`src/hw/rtl/gng_pkg.sv`:
```
// Shared types, constants and offset table for the grid neighbour generator.
`default_nettype none

package gng_pkg;

    localparam int COORD_BITS_DEF  = 12;
    localparam int CFG_SIZE_BITS   = 13;
    localparam int MODE_BITS       = 2;
    localparam int NB_SLOTS        = 8;
    localparam int SLOT_BITS       = 3;
    localparam int QUEUE_DEPTH     = 2;
    localparam int APB_ADDR_BITS   = 4;
    localparam int APB_DATA_BITS   = 32;

    localparam logic [1:0] REG_GRID_WIDTH  = 2'd0;
    localparam logic [1:0] REG_GRID_HEIGHT = 2'd1;
    localparam logic [1:0] REG_NB_MODE     = 2'd2;

    localparam logic [MODE_BITS-1:0] MODE_FOUR     = 2'd0;
    localparam logic [MODE_BITS-1:0] MODE_EIGHT    = 2'd1;
    localparam logic [MODE_BITS-1:0] MODE_WEIGHTED = 2'd2;

    localparam logic [1:0] WEIGHT_ONE = 2'd1;
    localparam logic [1:0] WEIGHT_TWO = 2'd2;

    typedef struct packed {
        logic [CFG_SIZE_BITS-1:0] grid_width;
        logic [CFG_SIZE_BITS-1:0] grid_height;
        logic [MODE_BITS-1:0]     mode;
    } gng_cfg_t;

    typedef enum logic [1:0] {
        STEP_DEC,
        STEP_KEEP,
        STEP_INC
    } step_t;

    typedef struct packed {
        step_t dx;
        step_t dy;
        logic  orth;
    } nb_offset_t;

    function automatic nb_offset_t nb_offset(input logic four, input logic [SLOT_BITS-1:0] slot);
        nb_offset_t off;
        off = '{dx: STEP_KEEP, dy: STEP_KEEP, orth: 1'b0};
        unique case ({four, slot})
            4'b1_000: off = '{dx: STEP_DEC,  dy: STEP_KEEP, orth: 1'b1};
            4'b1_001: off = '{dx: STEP_INC,  dy: STEP_KEEP, orth: 1'b1};
            4'b1_010: off = '{dx: STEP_KEEP, dy: STEP_DEC,  orth: 1'b1};
            4'b1_011: off = '{dx: STEP_KEEP, dy: STEP_INC,  orth: 1'b1};
            4'b0_000: off = '{dx: STEP_DEC,  dy: STEP_DEC,  orth: 1'b0};
            4'b0_001: off = '{dx: STEP_KEEP, dy: STEP_DEC,  orth: 1'b1};
            4'b0_010: off = '{dx: STEP_INC,  dy: STEP_DEC,  orth: 1'b0};
            4'b0_011: off = '{dx: STEP_DEC,  dy: STEP_KEEP, orth: 1'b1};
            4'b0_100: off = '{dx: STEP_INC,  dy: STEP_KEEP, orth: 1'b1};
            4'b0_101: off = '{dx: STEP_DEC,  dy: STEP_INC,  orth: 1'b0};
            4'b0_110: off = '{dx: STEP_KEEP, dy: STEP_INC,  orth: 1'b1};
            4'b0_111: off = '{dx: STEP_INC,  dy: STEP_INC,  orth: 1'b0};
            default:  off = '{dx: STEP_KEEP, dy: STEP_KEEP, orth: 1'b0};
        endcase
        return off;
    endfunction

endpackage

`default_nettype wire

```
`src/hw/rtl/gng_regs.sv`:
```
// APB configuration registers: grid width, grid height and neighbourhood mode.
`default_nettype none

module gng_regs
    import gng_pkg::*;
(
    input  wire logic                     clk,
    input  wire logic                     rst_n,
    input  wire logic                     psel,
    input  wire logic                     penable,
    input  wire logic                     pwrite,
    input  wire logic [APB_ADDR_BITS-1:0] paddr,
    input  wire logic [APB_DATA_BITS-1:0] pwdata,
    output logic      [APB_DATA_BITS-1:0] prdata,
    output logic                          pready,
    output gng_cfg_t                      cfg
);

    gng_cfg_t   cfg_reg;
    gng_cfg_t   cfg_next;
    logic       wr_en;
    logic [1:0] reg_idx;

    assign pready  = 1'b1;
    assign wr_en   = psel && penable && pwrite && pready;
    assign reg_idx = paddr[3:2];
    assign cfg     = cfg_reg;

    always_comb
    begin
        cfg_next = cfg_reg;
        if (wr_en)
        begin
            unique case (reg_idx)
                REG_GRID_WIDTH:  cfg_next.grid_width  = pwdata[CFG_SIZE_BITS-1:0];
                REG_GRID_HEIGHT: cfg_next.grid_height = pwdata[CFG_SIZE_BITS-1:0];
                REG_NB_MODE:     cfg_next.mode        = pwdata[MODE_BITS-1:0];
                default:         cfg_next = cfg_reg;
            endcase
        end
    end

    always_comb
    begin
        unique case (reg_idx)
            REG_GRID_WIDTH:  prdata = APB_DATA_BITS'(cfg_reg.grid_width);
            REG_GRID_HEIGHT: prdata = APB_DATA_BITS'(cfg_reg.grid_height);
            REG_NB_MODE:     prdata = APB_DATA_BITS'(cfg_reg.mode);
            default:         prdata = '0;
        endcase
    end

    always_ff @(posedge clk or negedge rst_n)
    begin
        if (!rst_n)
        begin
            cfg_reg.grid_width  <= CFG_SIZE_BITS'(1);
            cfg_reg.grid_height <= CFG_SIZE_BITS'(1);
            cfg_reg.mode        <= MODE_FOUR;
        end
        else
        begin
            cfg_reg <= cfg_next;
        end
    end

endmodule

`default_nettype wire

```
`src/hw/rtl/gng_front.sv`:
```
// Front stage: accept a position beat and classify which neighbour slots lie in bounds.
`default_nettype none

module gng_front
    import gng_pkg::*;
#(
    parameter int COORD_BITS = COORD_BITS_DEF,
    parameter int TDATA_BITS = ((2 * COORD_BITS + 7) / 8) * 8,
    parameter int ENTRY_BITS = 2 * COORD_BITS + NB_SLOTS + MODE_BITS
)
(
    input  wire logic                  s_axis_tvalid,
    output logic                       s_axis_tready,
    input  wire logic [TDATA_BITS-1:0] s_axis_tdata,
    input  wire gng_cfg_t              cfg,
    input  wire logic                  q_full,
    output logic                       q_push,
    output logic      [ENTRY_BITS-1:0] q_wdata
);

    localparam int CW = (COORD_BITS > CFG_SIZE_BITS ? COORD_BITS : CFG_SIZE_BITS) + 2;
    localparam logic [CW-1:0] SIZE_LIM = CW'(1) << COORD_BITS;

    logic [COORD_BITS-1:0] pos_x;
    logic [COORD_BITS-1:0] pos_y;
    logic [CW-1:0]         w_ext;
    logic [CW-1:0]         h_ext;
    logic [CW-1:0]         wc;
    logic [CW-1:0]         hc;
    logic [CW-1:0]         px_e;
    logic [CW-1:0]         py_e;
    logic [CW-1:0]         px1;
    logic [CW-1:0]         py1;
    logic                  col_m;
    logic                  col_0;
    logic                  col_p;
    logic                  row_m;
    logic                  row_0;
    logic                  row_p;
    logic [NB_SLOTS-1:0]   mask;

    assign pos_x = s_axis_tdata[COORD_BITS-1:0];
    assign pos_y = s_axis_tdata[2*COORD_BITS-1:COORD_BITS];

    assign w_ext = CW'(cfg.grid_width);
    assign h_ext = CW'(cfg.grid_height);
    assign wc    = (w_ext > SIZE_LIM) ? SIZE_LIM : w_ext;
    assign hc    = (h_ext > SIZE_LIM) ? SIZE_LIM : h_ext;
    assign px_e  = CW'(pos_x);
    assign py_e  = CW'(pos_y);
    assign px1   = px_e + CW'(1);
    assign py1   = py_e + CW'(1);

    assign col_m = (pos_x != '0) && (px_e <= wc);
    assign col_0 = px_e < wc;
    assign col_p = px1 < wc;
    assign row_m = (pos_y != '0) && (py_e <= hc);
    assign row_0 = py_e < hc;
    assign row_p = py1 < hc;

    always_comb
    begin
        case (cfg.mode)
            MODE_FOUR:
                mask = {4'b0000, py1 < hc, pos_y != '0, px1 < wc, pos_x != '0};
            MODE_EIGHT, MODE_WEIGHTED:
                mask = {col_p & row_p, col_0 & row_p, col_m & row_p, col_p & row_0,
                        col_m & row_0, col_p & row_m, col_0 & row_m, col_m & row_m};
            default:
                mask = '0;
        endcase
    end

    // drop positions with no neighbour in bounds
    assign s_axis_tready = !q_full;
    assign q_push        = s_axis_tvalid && s_axis_tready && (mask != '0);
    assign q_wdata       = {cfg.mode, mask, pos_y, pos_x};

endmodule

`default_nettype wire

```
`src/hw/rtl/gng_queue.sv`:
```
// Short queue of classified positions between the front and back stages.
`default_nettype none

module gng_queue
#(
    parameter int WIDTH = 34,
    parameter int DEPTH = 2
)
(
    input  wire logic             clk,
    input  wire logic             rst_n,
    input  wire logic             push,
    input  wire logic [WIDTH-1:0] wdata,
    output logic                  full,
    input  wire logic             pop,
    output logic                  valid,
    output logic      [WIDTH-1:0] rdata
);

    localparam int PW = (DEPTH > 1) ? $clog2(DEPTH) : 1;
    localparam int CNTW = $clog2(DEPTH + 1);

    logic [WIDTH-1:0] mem_reg [DEPTH];
    logic [PW-1:0]    wr_ptr_reg;
    logic [PW-1:0]    wr_ptr_next;
    logic [PW-1:0]    rd_ptr_reg;
    logic [PW-1:0]    rd_ptr_next;
    logic [CNTW-1:0]  count_reg;
    logic [CNTW-1:0]  count_next;
    logic             do_push;
    logic             do_pop;

    assign full    = count_reg == CNTW'(DEPTH);
    assign valid   = count_reg != '0;
    assign rdata   = mem_reg[rd_ptr_reg];
    assign do_push = push && !full;
    assign do_pop  = pop && valid;

    always_comb
    begin
        wr_ptr_next = wr_ptr_reg;
        rd_ptr_next = rd_ptr_reg;
        count_next  = count_reg;
        if (do_push)
        begin
            wr_ptr_next = (wr_ptr_reg == PW'(DEPTH - 1)) ? '0 : wr_ptr_reg + PW'(1);
        end
        if (do_pop)
        begin
            rd_ptr_next = (rd_ptr_reg == PW'(DEPTH - 1)) ? '0 : rd_ptr_reg + PW'(1);
        end
        if (do_push && !do_pop)
        begin
            count_next = count_reg + CNTW'(1);
        end
        else if (do_pop && !do_push)
        begin
            count_next = count_reg - CNTW'(1);
        end
    end

    always_ff @(posedge clk)
    begin
        if (do_push)
        begin
            mem_reg[wr_ptr_reg] <= wdata;
        end
    end

    always_ff @(posedge clk or negedge rst_n)
    begin
        if (!rst_n)
        begin
            wr_ptr_reg <= '0;
            rd_ptr_reg <= '0;
            count_reg  <= '0;
        end
        else
        begin
            wr_ptr_reg <= wr_ptr_next;
            rd_ptr_reg <= rd_ptr_next;
            count_reg  <= count_next;
        end
    end

endmodule

`default_nettype wire

```
`src/hw/rtl/gng_back.sv`:
```
// Back stage: walk a position's in-bounds slots, one neighbour beat per cycle unless stalled.
`default_nettype none

module gng_back
    import gng_pkg::*;
#(
    parameter int COORD_BITS = COORD_BITS_DEF,
    parameter int TDATA_BITS = ((2 * COORD_BITS + 2 + 7) / 8) * 8,
    parameter int ENTRY_BITS = 2 * COORD_BITS + NB_SLOTS + MODE_BITS
)
(
    input  wire logic                  clk,
    input  wire logic                  rst_n,
    input  wire logic                  q_valid,
    input  wire logic [ENTRY_BITS-1:0] q_rdata,
    output logic                       q_pop,
    output logic                       m_axis_tvalid,
    input  wire logic                  m_axis_tready,
    output logic      [TDATA_BITS-1:0] m_axis_tdata,
    output logic                       m_axis_tlast
);

    logic                  cur_valid_reg;
    logic                  cur_valid_next;
    logic [NB_SLOTS-1:0]   cur_mask_reg;
    logic [NB_SLOTS-1:0]   cur_mask_next;
    logic [COORD_BITS-1:0] cur_px_reg;
    logic [COORD_BITS-1:0] cur_px_next;
    logic [COORD_BITS-1:0] cur_py_reg;
    logic [COORD_BITS-1:0] cur_py_next;
    logic [MODE_BITS-1:0]  cur_mode_reg;
    logic [MODE_BITS-1:0]  cur_mode_next;

    logic                  out_valid_reg;
    logic                  out_valid_next;
    logic [COORD_BITS-1:0] out_x_reg;
    logic [COORD_BITS-1:0] out_y_reg;
    logic [1:0]            out_weight_reg;
    logic                  out_last_reg;

    logic [SLOT_BITS-1:0]  slot;
    logic [NB_SLOTS-1:0]   slot_bit;
    logic [NB_SLOTS-1:0]   rest;
    logic                  is_last;
    logic                  load;
    nb_offset_t            off;
    logic [COORD_BITS-1:0] nb_x;
    logic [COORD_BITS-1:0] nb_y;
    logic [1:0]            weight;

    logic [COORD_BITS-1:0] q_px;
    logic [COORD_BITS-1:0] q_py;
    logic [NB_SLOTS-1:0]   q_mask;
    logic [MODE_BITS-1:0]  q_mode;

    assign {q_mode, q_mask, q_py, q_px} = q_rdata;

    // pick the lowest pending slot
    always_comb
    begin
        slot = '0;
        for (int i = NB_SLOTS - 1; i >= 0; i--)
        begin
            if (cur_mask_reg[i])
            begin
                slot = SLOT_BITS'(i);
            end
        end
    end

    assign slot_bit = NB_SLOTS'(1) << slot;
    assign rest     = cur_mask_reg & ~slot_bit;
    assign is_last  = rest == '0;
    assign off      = nb_offset(cur_mode_reg == MODE_FOUR, slot);

    always_comb
    begin
        case (off.dx)
            STEP_DEC: nb_x = cur_px_reg - COORD_BITS'(1);
            STEP_INC: nb_x = cur_px_reg + COORD_BITS'(1);
            default:  nb_x = cur_px_reg;
        endcase
        case (off.dy)
            STEP_DEC: nb_y = cur_py_reg - COORD_BITS'(1);
            STEP_INC: nb_y = cur_py_reg + COORD_BITS'(1);
            default:  nb_y = cur_py_reg;
        endcase
    end

    assign weight = (cur_mode_reg == MODE_WEIGHTED && off.orth) ? WEIGHT_TWO : WEIGHT_ONE;

    assign load  = cur_valid_reg && (!out_valid_reg || m_axis_tready);
    assign q_pop = q_valid && (!cur_valid_reg || (load && is_last));

    always_comb
    begin
        cur_valid_next = cur_valid_reg;
        cur_mask_next  = cur_mask_reg;
        cur_px_next    = cur_px_reg;
        cur_py_next    = cur_py_reg;
        cur_mode_next  = cur_mode_reg;
        if (q_pop)
        begin
            cur_valid_next = 1'b1;
            cur_mask_next  = q_mask;
            cur_px_next    = q_px;
            cur_py_next    = q_py;
            cur_mode_next  = q_mode;
        end
        else if (load)
        begin
            cur_valid_next = !is_last;
            cur_mask_next  = rest;
        end
    end

    always_comb
    begin
        out_valid_next = out_valid_reg;
        if (load)
        begin
            out_valid_next = 1'b1;
        end
        else if (m_axis_tready)
        begin
            out_valid_next = 1'b0;
        end
    end

    always_ff @(posedge clk or negedge rst_n)
    begin
        if (!rst_n)
        begin
            cur_valid_reg <= 1'b0;
            out_valid_reg <= 1'b0;
        end
        else
        begin
            cur_valid_reg <= cur_valid_next;
            out_valid_reg <= out_valid_next;
        end
    end

    always_ff @(posedge clk)
    begin
        cur_mask_reg <= cur_mask_next;
        cur_px_reg   <= cur_px_next;
        cur_py_reg   <= cur_py_next;
        cur_mode_reg <= cur_mode_next;
        if (load)
        begin
            out_x_reg      <= nb_x;
            out_y_reg      <= nb_y;
            out_weight_reg <= weight;
            out_last_reg   <= is_last;
        end
    end

    assign m_axis_tvalid = out_valid_reg;
    assign m_axis_tdata  = TDATA_BITS'({out_weight_reg, out_y_reg, out_x_reg});
    assign m_axis_tlast  = out_last_reg;

endmodule

`default_nettype wire

```
`src/hw/rtl/grid_neighbour_generator_top.sv`:
```
// Top level of the grid neighbour generator.
`default_nettype none

// Each accepted position yields its in-bounds grid neighbours (four-connected, eight-connected
// or eight-connected weighted, set by the mode register) as one beat per neighbour, the final
// beat carrying tlast; a position with no neighbour in bounds, and any position in mode 3,
// yields no beat. The back stage emits one neighbour per cycle while the output is not stalled;
// a position has 1 to 8 neighbours in bounds (8 at most in the eight-connected modes). Input
// beats are taken at one per cycle while the two-entry position queue has room, and each
// position passes through the queue entry, the back stage's current-position registers and
// the output register. Write the configuration only while no results are outstanding.
module grid_neighbour_generator_top
    import gng_pkg::*;
#(
    parameter int COORD_BITS = COORD_BITS_DEF
)
(
    input  wire logic                                        clk,
    input  wire logic                                        rst_n,
    // APB configuration
    input  wire logic                                        psel,
    input  wire logic                                        penable,
    input  wire logic                                        pwrite,
    input  wire logic [APB_ADDR_BITS-1:0]                    paddr,
    input  wire logic [APB_DATA_BITS-1:0]                    pwdata,
    output logic      [APB_DATA_BITS-1:0]                    prdata,
    output logic                                             pready,
    // positions
    input  wire logic                                        s_axis_tvalid,
    output logic                                             s_axis_tready,
    // pos_x, pos_y, zero pad
    input  wire logic [((2*COORD_BITS+7)/8)*8-1:0]           s_axis_tdata,
    // neighbours
    output logic                                             m_axis_tvalid,
    input  wire logic                                        m_axis_tready,
    // nb_x, nb_y, weight, zero pad
    output logic      [((2*COORD_BITS+2+7)/8)*8-1:0]         m_axis_tdata,
    output logic                                             m_axis_tlast
);

    localparam int IN_BITS    = ((2 * COORD_BITS + 7) / 8) * 8;
    localparam int OUT_BITS   = ((2 * COORD_BITS + 2 + 7) / 8) * 8;
    localparam int ENTRY_BITS = 2 * COORD_BITS + NB_SLOTS + MODE_BITS;

    gng_cfg_t              cfg;
    logic                  q_push;
    logic [ENTRY_BITS-1:0] q_wdata;
    logic                  q_full;
    logic                  q_pop;
    logic                  q_valid;
    logic [ENTRY_BITS-1:0] q_rdata;

    gng_regs u_regs (
        .clk     (clk),
        .rst_n   (rst_n),
        .psel    (psel),
        .penable (penable),
        .pwrite  (pwrite),
        .paddr   (paddr),
        .pwdata  (pwdata),
        .prdata  (prdata),
        .pready  (pready),
        .cfg     (cfg)
    );

    gng_front #(
        .COORD_BITS (COORD_BITS),
        .TDATA_BITS (IN_BITS),
        .ENTRY_BITS (ENTRY_BITS)
    ) u_front (
        .s_axis_tvalid (s_axis_tvalid),
        .s_axis_tready (s_axis_tready),
        .s_axis_tdata  (s_axis_tdata),
        .cfg           (cfg),
        .q_full        (q_full),
        .q_push        (q_push),
        .q_wdata       (q_wdata)
    );

    gng_queue #(
        .WIDTH (ENTRY_BITS),
        .DEPTH (QUEUE_DEPTH)
    ) u_queue (
        .clk   (clk),
        .rst_n (rst_n),
        .push  (q_push),
        .wdata (q_wdata),
        .full  (q_full),
        .pop   (q_pop),
        .valid (q_valid),
        .rdata (q_rdata)
    );

    gng_back #(
        .COORD_BITS (COORD_BITS),
        .TDATA_BITS (OUT_BITS),
        .ENTRY_BITS (ENTRY_BITS)
    ) u_back (
        .clk           (clk),
        .rst_n         (rst_n),
        .q_valid       (q_valid),
        .q_rdata       (q_rdata),
        .q_pop         (q_pop),
        .m_axis_tvalid (m_axis_tvalid),
        .m_axis_tready (m_axis_tready),
        .m_axis_tdata  (m_axis_tdata),
        .m_axis_tlast  (m_axis_tlast)
    );

endmodule

`default_nettype wire

```
`config.mk`:
```
export PLATFORM = sky130hd
export DESIGN_NAME = grid_neighbour_generator_top
export DESIGN_NICKNAME = d
export VERILOG_FILES = /design/src/hw/rtl/gng_pkg.sv /design/src/hw/rtl/gng_regs.sv /design/src/hw/rtl/gng_front.sv /design/src/hw/rtl/gng_queue.sv /design/src/hw/rtl/gng_back.sv /design/src/hw/rtl/grid_neighbour_generator_top.sv
export SDC_FILE = /design/constraint.sdc
export NUM_CORES = 1
export LEC_CHECK = 0
export BUFFER_PORTS_ARGS = -buffer_cell sky130_fd_sc_hd__buf_2
export CORE_MARGIN = 1.5
export CORE_UTILIZATION = 30
export CTS_BUF_LIST = sky130_fd_sc_hd__clkbuf_8
export CTS_CLUSTER_DIAMETER = 60
export DETAILED_ROUTE_END_ITERATION = 10
export SLEW_MARGIN = 20
export SYNTH_ARGS = -nofsm -noshare
export SYNTH_HDL_FRONTEND = slang
export SYNTH_SLANG_ARGS = --single-unit
export TNS_END_PERCENT = 50
```
`constraint.sdc`:
```
create_clock -name clk -period 4.1 [get_ports clk]
set_input_delay 0.615 -clock clk [delete_from_list [all_inputs] [get_ports clk]]
set_output_delay 0.615 -clock clk [all_outputs]
set_load 0.05 [all_outputs]
```
# Yosys cells after proc, flatten, opt, wreduce, memory -nomap -nowiden
# Memories as Yosys holds them, arrays and structs flattened.
# Cells that the tools add are included.
[totals] ff_bits=95 latch_bits=0 ramBits=68 romBits=80 output_inout_bits=68 word_cells=121 memories=2
[mem_list] name="(name not given)" depth=16 width=5 rd=1 rd_ports_with_merged_regs=0 write_ports=0 line_no="gng_pkg.sv:47" source="unique case ({four, slot})"
[mem_list] name="u_queue.mem_reg" depth=2 width=34 rd=1 rd_ports_with_merged_regs=0 write_ports=1 line_no="gng_queue.sv:23" source="logic [WIDTH-1:0] mem_reg [DEPTH];"
[op_classes] add_sub_neg=10 mul=0 div=0 n_lt_le_gt_ge=8 n_eq_ne=8 n_shift=1 mux=27 bitwise=10 reduce_logical=39
[op_table] operator="$pmux 12 s2" n=2
[op_table] operator="$pmux 13 s3" n=1
[op_table] operator="$le 12x15->1" n=2
[op_table] operator="$lt 12x15->1" n=2
[op_table] operator="$lt 15x15->1" n=2
[op_table] operator="$add 12x1->13 const B" n=2
[op_table] operator="$gt 13x13->1 const B" n=2
[op_table] operator="$mux 13" n=2
[op_table] operator="$add 12x1->12 const B" n=2
[op_table] operator="$mux 3" n=8
[op_table] operator="$reduce_bool 12->1" n=2
[op_table] operator="$sub 12x1->12 const B" n=2
[op_table] operator="$mux 8" n=2
[op_table] operator="$pmux 8 s2" n=1
[op_table] operator="$logic_and 1x1->1" n=14
[op_table] operator="$eq 2x2->1 const B" n=6
[op_table] operator="$logic_not 2->1" n=5
[op_table] operator="$and 1x1->1" n=8
[op_table] operator="$and 8x8->8" n=1
[op_table] operator="$logic_not 8->1" n=1
[op_table] operator="$mux 1" n=8
[op_table] operator="$not 8->8" n=1
[op_table] operator="$reduce_bool 2->1" n=4
[op_table] operator="$reduce_bool 8->1" n=1
[op_table] operator="other kinds (10)" n=22

# Logic depth before layout (Yosys ltp)
# Gate-level depths: netlist of run 1.
[depth] ltp_word=19 mapped_depth=22 ltp_nobuf=20

# By module
# From an unflattened synthesis of run 1, not the netlist that was laid out.
[unflattened] cells_unflattened=855 area_unflattened_um2=10043.4
[by_module_without_submodules] mod="gng_back" n_inst=1 cells_each=335 area_each_um2=3708.6
[by_module_without_submodules] mod="gng_queue" n_inst=1 cells_each=125 area_each_um2=2805.2
[by_module_without_submodules] mod="gng_front" n_inst=1 cells_each=278 area_each_um2=2050.7
[by_module_without_submodules] mod="gng_regs" n_inst=1 cells_each=117 area_each_um2=1478.9

# Least setup slack after synthesis of run 1
# Ideal clock, no wire load.
[synth_timing] kind="input-to-reg" startpoint="input s_axis_tdata[15]" endpoint="memory u_queue.mem_reg[0][0] (enable)" setup_ns=0.429 arrival_ns=4.570 required_time_ns=3.671 setup_slack_ns=-0.899 stages=14 n_path_buf=0 cell_sequence="and3_1 -> and3_1 -> and3_1 -> nand3_1 -> xnor2_1 -> ha_1 -> nand2_1 -> nor2_1 -> a2111oi_0 -> nor2_1 -> a211o_1 -> o21bai_1 -> a31oi_1 -> nor2b_1"
[synth_between] elab_chain_len=9 word_cells_on_any_way=20 cone_classes="add/sub (1); order compare (3); mux (3); bitwise (8); reduce/logical (5)"
[synth_rtl] item="start, declared" line_no="grid_neighbour_generator_top.sv:32" source="input wire logic [((2*COORD_BITS+7)/8)*8-1:0] s_axis_tdata,"
[synth_rtl] item="$add 12x1->13, or another cell as far along" line_no="gng_front.sv:52" source="assign py1 = py_e + CW'(1);"
[synth_rtl] item="$lt 15x15->1 or $logic_and 1x1->1 (tied branches)" line_no="gng_front.sv:59, gng_front.sv:65, gng_front.sv:57"
[synth_rtl] item="$and 1x1->1, on equally long branches" line_no="gng_front.sv:67, gng_front.sv:68"
[synth_rtl] item="$pmux 8 s2 (*)" line_no="gng_front.sv:63" source="case (cfg.mode)"
[synth_rtl] item="$reduce_bool 8->1 (*)" line_no="gng_front.sv:76" source="assign q_push = s_axis_tvalid && s_axis_tready && (mask != '0);"
[synth_rtl] item="$logic_and 1x1->1 (*)" line_no="gng_front.sv:76"
[synth_rtl] item="$logic_and 1x1->1 (*)" line_no="gng_queue.sv:36" source="assign do_push = push && !full;"
[synth_rtl] item="net u_queue.do_push" line_no="gng_queue.sv:30" source="logic do_push;"
[synth_rtl] item="$mux 1 (*)" line_no="gng_queue.sv:64" source="if (do_push)"
[synth_rtl] item="$mux 1 (implied by the code) (*)" line_no="gng_queue.sv:66" source="mem_reg[wr_ptr_reg] <= wdata;"
[synth_rtl] item="end, declared" line_no="gng_queue.sv:23"
# Mark *: on every way through the listed nets, which the timed path passes. The rest lies on a longest branch.

# Worst setup path after layout of run 1
[layout_timing] startpoint="register u_back.cur_mask_reg[6]" endpoint="register u_back.out_y_reg[11], data pin"
[layout_between] elab_chain_len=10 word_cells_on_any_way=11 cone_classes="eq/ne (1); mux (8); reduce/logical (1); memory (1)"
[layout_rtl] item="start, declared" line_no="gng_back.sv:25" source="logic [NB_SLOTS-1:0] cur_mask_reg;"
[layout_rtl] item="start signal, assigned" line_no="gng_back.sv:146" source="cur_mask_reg <= cur_mask_next;"
[layout_rtl] item="$mux 3 (*) (7 in series)" line_no="gng_back.sv:64" source="if (cur_mask_reg[i])"
[layout_rtl] item="$mem_v2 16x5 (*)"
[layout_rtl] item="$eq 2x2->1 or $logic_not 2->1 (tied branches)" line_no="gng_back.sv:83" source="case (off.dy)"
[layout_rtl] item="$pmux 12 s2 (*)" line_no="gng_back.sv:83"
[layout_rtl] item="net u_back.nb_y[11]" line_no="gng_back.sv:48" source="logic [COORD_BITS-1:0] nb_y;"
[layout_rtl] item="end signal, assigned" line_no="gng_back.sv:153" source="out_y_reg <= nb_y;"
[layout_rtl] item="end, declared" line_no="gng_back.sv:37" source="logic [COORD_BITS-1:0] out_y_reg;"
# Marked as above.
# A chain may end at the register's enable or synchronous reset.

==> results of run 1 <==
[cell usage in the layout (no fill, tap or decap), types with 3 or more instances in the layout]
master,count
o22ai_1,4
inv_6,3
xor2_1,17
o21ai_0,32
inv_1,22
nand2_1,71
conb_1,26
buf_2,87
clkbuf_8,17
o21ai_1,3
inv_8,3
a31oi_1,5
nand2b_1,9
nor2b_1,8
o21bai_1,11
mux2i_1,30
xnor2_1,33
mux2_2,55
nand3b_1,3
nand3_1,28
buf_4,44
a21oi_1,37
ha_1,78
a211oi_1,5
and3_1,8
nand4_1,13
nor4_1,4
nor3_1,13
edfxtp_1,129
nor2_1,52
o31ai_1,4
clkinv_8,5
dfrtp_1,32
a21o_1,9
[worst paths after layout]
check / start / end / slack, ns / cells past startpoint
worst max-delay path: u_back.cur_mask_reg[6] / u_back.out_y_reg[11] / 0.19 / 19
worst min-delay path: rst_n / u_back.m_axis_tvalid / 0.20 / 1
worst max register to register: u_back.cur_mask_reg[6] / u_back.out_y_reg[11] / 0.19 / 19
worst min register to register: u_back.cur_valid_reg / u_back.m_axis_tvalid / 0.53 / 1
max in group asynchronous: rst_n / u_regs.cfg[11] / 3.33 / 1
min in group clk: pwdata[12] / u_regs.cfg[27] / 0.38 / 3
[routing by layer]
metal	routed length (um)	part of all wire [%]	global-route usage, %
met3	796	4.0	2.35
met1	9910	49	17.4
met2	9090	45	20.0
met4	284	1.4	3.97
met5	0	0	0
[cell type report]
type,instances,area [um^2],area share (%)
timing repair buffer,133,806,7.34
sequential,163,4730,43.0
inverter,24,90.1,0.820
clock buffer,17,234,2.13
clock inverter,15,204,1.86
tap,396,495,4.51
multi-input combinational,594,4430,40.3
[power breakdown]
group | internal, mW | switching [mW] | total [mW] | leakage [nW]
logic | 0.924 | 1.43 | 2.35 | 2.66
clock network | 0.530 | 0.710 | 1.24 | 0.214
registers | 2.28 | 0.212 | 2.49 | 1.61
[through the flow]
stage / total power [mW] / area [um^2] / TNS [ns] / cells / hold slack (ns)
floorplan: 4.20 / 9450 / -0.140 / 825 / 0.319
global placement: 4.81 / 10400 / 0 / 1307 / 0.514
detailed placement: 4.86 / 10400 / 0 / 1307 / 0.518
CTS: 6.11 / 10900 / 0 / 1339 / 0.229
global route: 6.48 / 11000 / -0.0623 / 1342 / 0.253
finish: 6.09 / 11000 / 0 / 1342 / 0.204
[cells in the mapped netlist (all sizes together) (5+ instances only)]
| library cell | n | area share [%] |
|---|---|---|
| nand2b | 9 | 0.60 |
| edfxtp | 129 | 41 |
| a31oi | 6 | 0.40 |
| nor3 | 15 | 0.80 |
| xor2 | 17 | 1.6 |
| a21o | 9 | 0.72 |
| nor2 | 53 | 2.1 |
| and3 | 8 | 0.54 |
| o21bai | 11 | 0.88 |
| ha | 81 | 11 |
| buf | 32 | 2.5 |
| xnor2 | 33 | 3.1 |
| nand3 | 28 | 1.5 |
| a21oi | 39 | 2.1 |
| a211oi | 5 | 0.40 |
| o21ai | 37 | 2.0 |
| clkbuf | 12 | 0.48 |
| mux2 | 55 | 6.6 |
| nor2b | 9 | 0.60 |
| nand2 | 72 | 2.9 |
| nand4 | 13 | 0.87 |
| dfrtp | 32 | 8.6 |
| inv | 24 | 0.96 |
| mux2i | 30 | 3.2 |
| nor4 | 5 | 0.50 |
[kinds of logic (layout without fill, tap and decap cells)]
logic type / count (synthesis) / after routing
and+or+nand+nor: 224 / 224
DFF: 163 / 163
AOI/OAI and AO/OA: 126 / 126
muxes: 85 / 85
adders and majority gates: 83 / 83
buffers and inverters: 68 / 189
xor gates and xnor gates: 50 / 50
other: 2 / 26
[critical path: stages (launching register included)]
cell      delay [ns]
edfxtp_1        0.40
buf_4           0.13
nor2_1          0.04
o31ai_1         0.23
nand2_1         0.16
inv_1           0.12
ha_1            0.17
inv_1           0.07
o311a_1         0.40
o21ai_4         0.24
buf_4           0.15
buf_4           0.15
ha_2            0.31
and3_1          0.18
a21oi_1         0.10
o21ai_1         0.11
o41ai_2         0.33
xnor2_1         0.16
nor2_1          0.07
xor2_1          0.14
[repair_timing]
| action | in CTS | in global routing |
|---|---|---|
| setup endpoints to repair | 0 | 6 |
| buffers inserted | 0 | 3 |
| gates resized for setup | 0 | 17 |
==> impl_results.md, run 1 <==
* Req. time, crit path at 4.32 ns
* Vias after detailed routing at 6347
* Pre-CTS setup slack at 0.0766 ns
* Post-synthesis compound-gate area fraction at 8.15%
* Final setup vio count at 0
* Fmax achieved at 256 MHz
* IO Pins at approximately 140
* Post-synth ARST share at 20.9%
* Layout cells sized above 1 at 25.6%
* Rows at 64
* Drt via density at between 4 and 5
* Pleak at 4.49 nW
* XOR/XNOR share of the synthesized area at under 10%
* Yosys warns at 0
* Per-cell routed wire length at approximately 15 um
* Status: complete, no violations
* Die Y at 180 um
* TritonRoute pass-1 iters at 5
* Max cap viols at 0
* Pin slew with the least headroom to its limit at just under 1 ns
* Relative slew slack at 34.3%
* DRC at 0
* Max reg flops at 68
* Final Cycle Share at 95.4%
* Top_reg_cell synth: edfxtp_1
* Initial antenna violation count at 0
* Core area at 30700 um^2
* Synth Area in Adders at 11.3%
* Reg clk slew, reported paths at 0.12 ns
* Mux share of post-synthesis cell area at under 10%
* Seq/Total Area, Yosys at 50.6%
* Power Density at 554 nW/um^2
* Die X-Extent at about 180 um
* Die footprint at 32200 um^2
* Syn Inst Count at 801
* Crit end category: register
* CTS Buf Count at 17
* Depth of the CTS H-tree at 4
* Final Hold Fails at 0
* Crit path time final at 3.91 ns
* Number of port buffers at 87
* Hold Buf Count CTS at 0
* Gr usage total at 12.6%
* Hold crit path type: in -> async
* Final setup margin at 0.188 ns
* Vias in the first global route at approximately 6300
* #FFs+latches synth at 163
* Clk buf depth at 2
* DRT iter0 DRCs at 401
* Nets at 1083
* Initial Util at just over 30%
* Yosys cell types at 52
* Routed Antenna Nets at 0
* Global-route wire length before repair at 32700 um
* TritonCTS clock tree: done
* Root Driver: clkbuf_8
* Startpoint types: register
* Ant. Diodes at 0
* FILL cells at 3031
* Cell area after synthesis at slightly above 9000 um^2
* Synth Area in Simple Gates at 11.5%
* Synth Area per Inst at between 10 and 15 um^2
* WP data arrival at 4.13 ns
* Area growth syn-to-layout at 17.5%
* Aggregate global routing overflow at 0
* Largest net degree at the start of global routing at 35
* Final HPWL DP at 15400 um
* Max VDD drop at a little over 0.2 mV
* Max Slew Vio Count at 0
* Clock skew at 0.0236 ns
* EDFF count, synth at 129
* Setup CP Type: reg -> reg
* Clock sinks at 163
* Fin util at a little over a third
* Skew-Pair Late Insertion Delay at 0.47 ns
* Largest family of logic cells by synthesized area: simple AND/OR/NAND/NOR gates
* GPL Wtd Cong at 0.859
* Worst-path maximum fanout at 6
* Detailed Route WL at about 20000 um
Note: power is estimated with default switching activity, not from simulation.
==> run 2, diff against run 1 <==
- CORE_MARGIN: 1.5 -> 2
- clock period: 4.1 -> 4.5 ns (I/O delays scaled with it)
==> run 2 against run 1 <==
- power is 11% lower
- worst hold slack better by 0.069 ns
- sequential cell count stayed put
- non-clock buffer count is 31 lower
- die area is 1.1% higher
- clock skew is 0.0038 ns lower
- utilization is 1.1 points lower
- routed wire length is 0.19% lower
- clock power is 12% lower
- setup slack better by 0.14 ns
- final area is 3.0% lower
- sequential power is 9.2% lower
- critical path type unchanged
- largest cell class unchanged
==> impl_results.md, run 2 (same netlist as run 1, synthesis figures left out) <==
* TritonCTS clock tree: done
* CTS Buf Count at 17
* DRT iter0 DRCs at 344
* CP bufs+invs at 3
* IO Pins at 135
* Pin slew with the least headroom to its limit at between 0.9 and 1 ns
* Fin util at approximately a third
* Setup CP Type: reg -> reg
* Die Y at 181 um
* Req. time, crit path at roughly 4.7 ns
* TritonRoute pass-1 iters at 5
* Final Hold Fails at 0
* Drt via density at 4.74
* RSZ-0062 raised after global routing: no
* Power Density at roughly 510 nW/um^2
* WHS at 0.274 ns
* Pleak at around 4.3 nW
* WP data arrival at 4.40 ns
* Root Driver: clkbuf_8
* Clock sinks at 163
* Worst-path maximum fanout at 7
* Crit path launch: u_back.cur_mask_reg[6]
* Final Cycle Share at 92.7%
* Fmax achieved at 240 MHz
* Core area at 30700 um^2
* Status: complete, no violations
* Global-route wire length before repair at 32100 um
* Skew-Pair Late Insertion Delay at 0.47 ns
* Max incr delay on CP at 0.45 ns
* Area growth syn-to-layout at 14.0%
* Clock skew at around 0.020 ns
* Hold crit path type: in -> async
* Routed Antenna Nets at 0
* Reg clk slew, reported paths at 0.11 ns
* Detailed Route WL at 20000 um
* Crit path time final at 4.17 ns
* Hold Buf Count CTS at 0
* Per-cell routed wire length at 15.3 um
* Nets at 1052
* Ant. Diodes at 0
* Gr usage total at 12.5%
* Max Slew Vio Count at 0
* Layout cells sized above 1 at 21.6%
* Clk buf depth at 2
* DRC at 0
* Max reg flops at 68
* Final setup margin at 0.329 ns
* Pre-CTS setup slack at 0.158 ns
* Most common cell after layout, fill and taps aside: edfxtp_1
* Largest net degree at the start of global routing at 35
* Startpoint types: register
* Crit end category: register
* GPL Wtd Cong at 0.837
* Cells along the critical path: inv_1, a21oi_1, o21bai_1, a21oi_1, nor2_1, inv_1, ha_1, o31ai_1, o311a_1, o21ai_1, buf_4, ha_1, a21o_1, a31oi_1, o21ai_0, o41ai_1, xnor2_1, nor2_1, xor2_1
* Initial Util at 30.5%
* FF-to-FF Start: u_back.cur_mask_reg[6]
* Final HPWL DP at 15000 um
* Relative slew slack at a little over a third
* Die X-Extent at ~180 um
* CP delay by family, top: compound AO/OA/AOI/OAI gates
* TNS Setup at 0 ns
* Number of port buffers at 87
* Critical-path top delay cell: edfxtp_1
* Vias in the first global route at 6027
* Rows at 64
* Max cap viols at 0
* Initial antenna violation count at 0
* Depth of the CTS H-tree at 4
* Max VDD drop at 0.212 mV
* Aggregate global routing overflow at 0
* Commonest non-fill, non-tap cells in the layout: 129 x edfxtp_1, 87 x buf_2, 81 x ha_1
* Die footprint at 32600 um^2
* Vias after detailed routing at 6212
* Final setup vio count at 0
run 2: final cells by class:
type | instances | area [um^2]
Tap cell | 396 | 495
Timing Repair Buffer | 102 | 573
Sequential cell | 163 | 4730
Fill cell | 3058 | 20000
Inverter | 24 | 90.1
Clock buffer | 17 | 234
Clock inverter | 15 | 170
Multi-Input combinational cell | 594 | 4360
run 2: through the flow:
| step | power, mW | cell area [um^2] | instances |
|---|---|---|---|
| after global placement | 4.32 | 10200 | 1279 |
| final | 5.43 | 10700 | 1311 |
| after detailed placement | 4.36 | 10200 | 1279 |
| after global routing | 5.77 | 10700 | 1311 |
| after CTS | 5.46 | 10600 | 1311 |
| after floorplan | 3.83 | 9440 | 825 |
run 2: timing repair:
item | in CTS | in global routing
buffers inserted | 0 | 0
setup endpoints to repair | 0 | 4
resized for setup | 0 | 5
endpoints found under the hold margin | 0 | 0
run 2: final timing paths:
check,to,slack (ns),cells after the start
worst max-delay path,u_back.out_y_reg[11],0.33,19
worst min-delay path,u_back.m_axis_tvalid,0.27,1
worst max register to register,u_back.out_y_reg[11],0.33,19
worst min register to register,u_queue.wr_ptr_reg,0.51,1
max in group asynchronous,u_regs.cfg[8],3.67,1
min in group clk,u_regs.cfg[11],0.45,2
run 2: power breakdown:
part / internal, mW / switching [mW]
logic: 0.778 / 1.29
clock network: 0.465 / 0.629
registers: 2.08 / 0.179
run 2: metal layers:
| layer | vias up | GRT usage, % | wire, um |
|---|---|---|---|
| met1 | 2945 | 17.1 | 9780 |
| li1 | 3100 | - | - |
| met3 | 9 | 2.67 | 946 |
| met4 | 0 | 3.19 | 153 |
| met2 | 158 | 20.0 | 9150 |
| met5 | - | 0 | 0 |
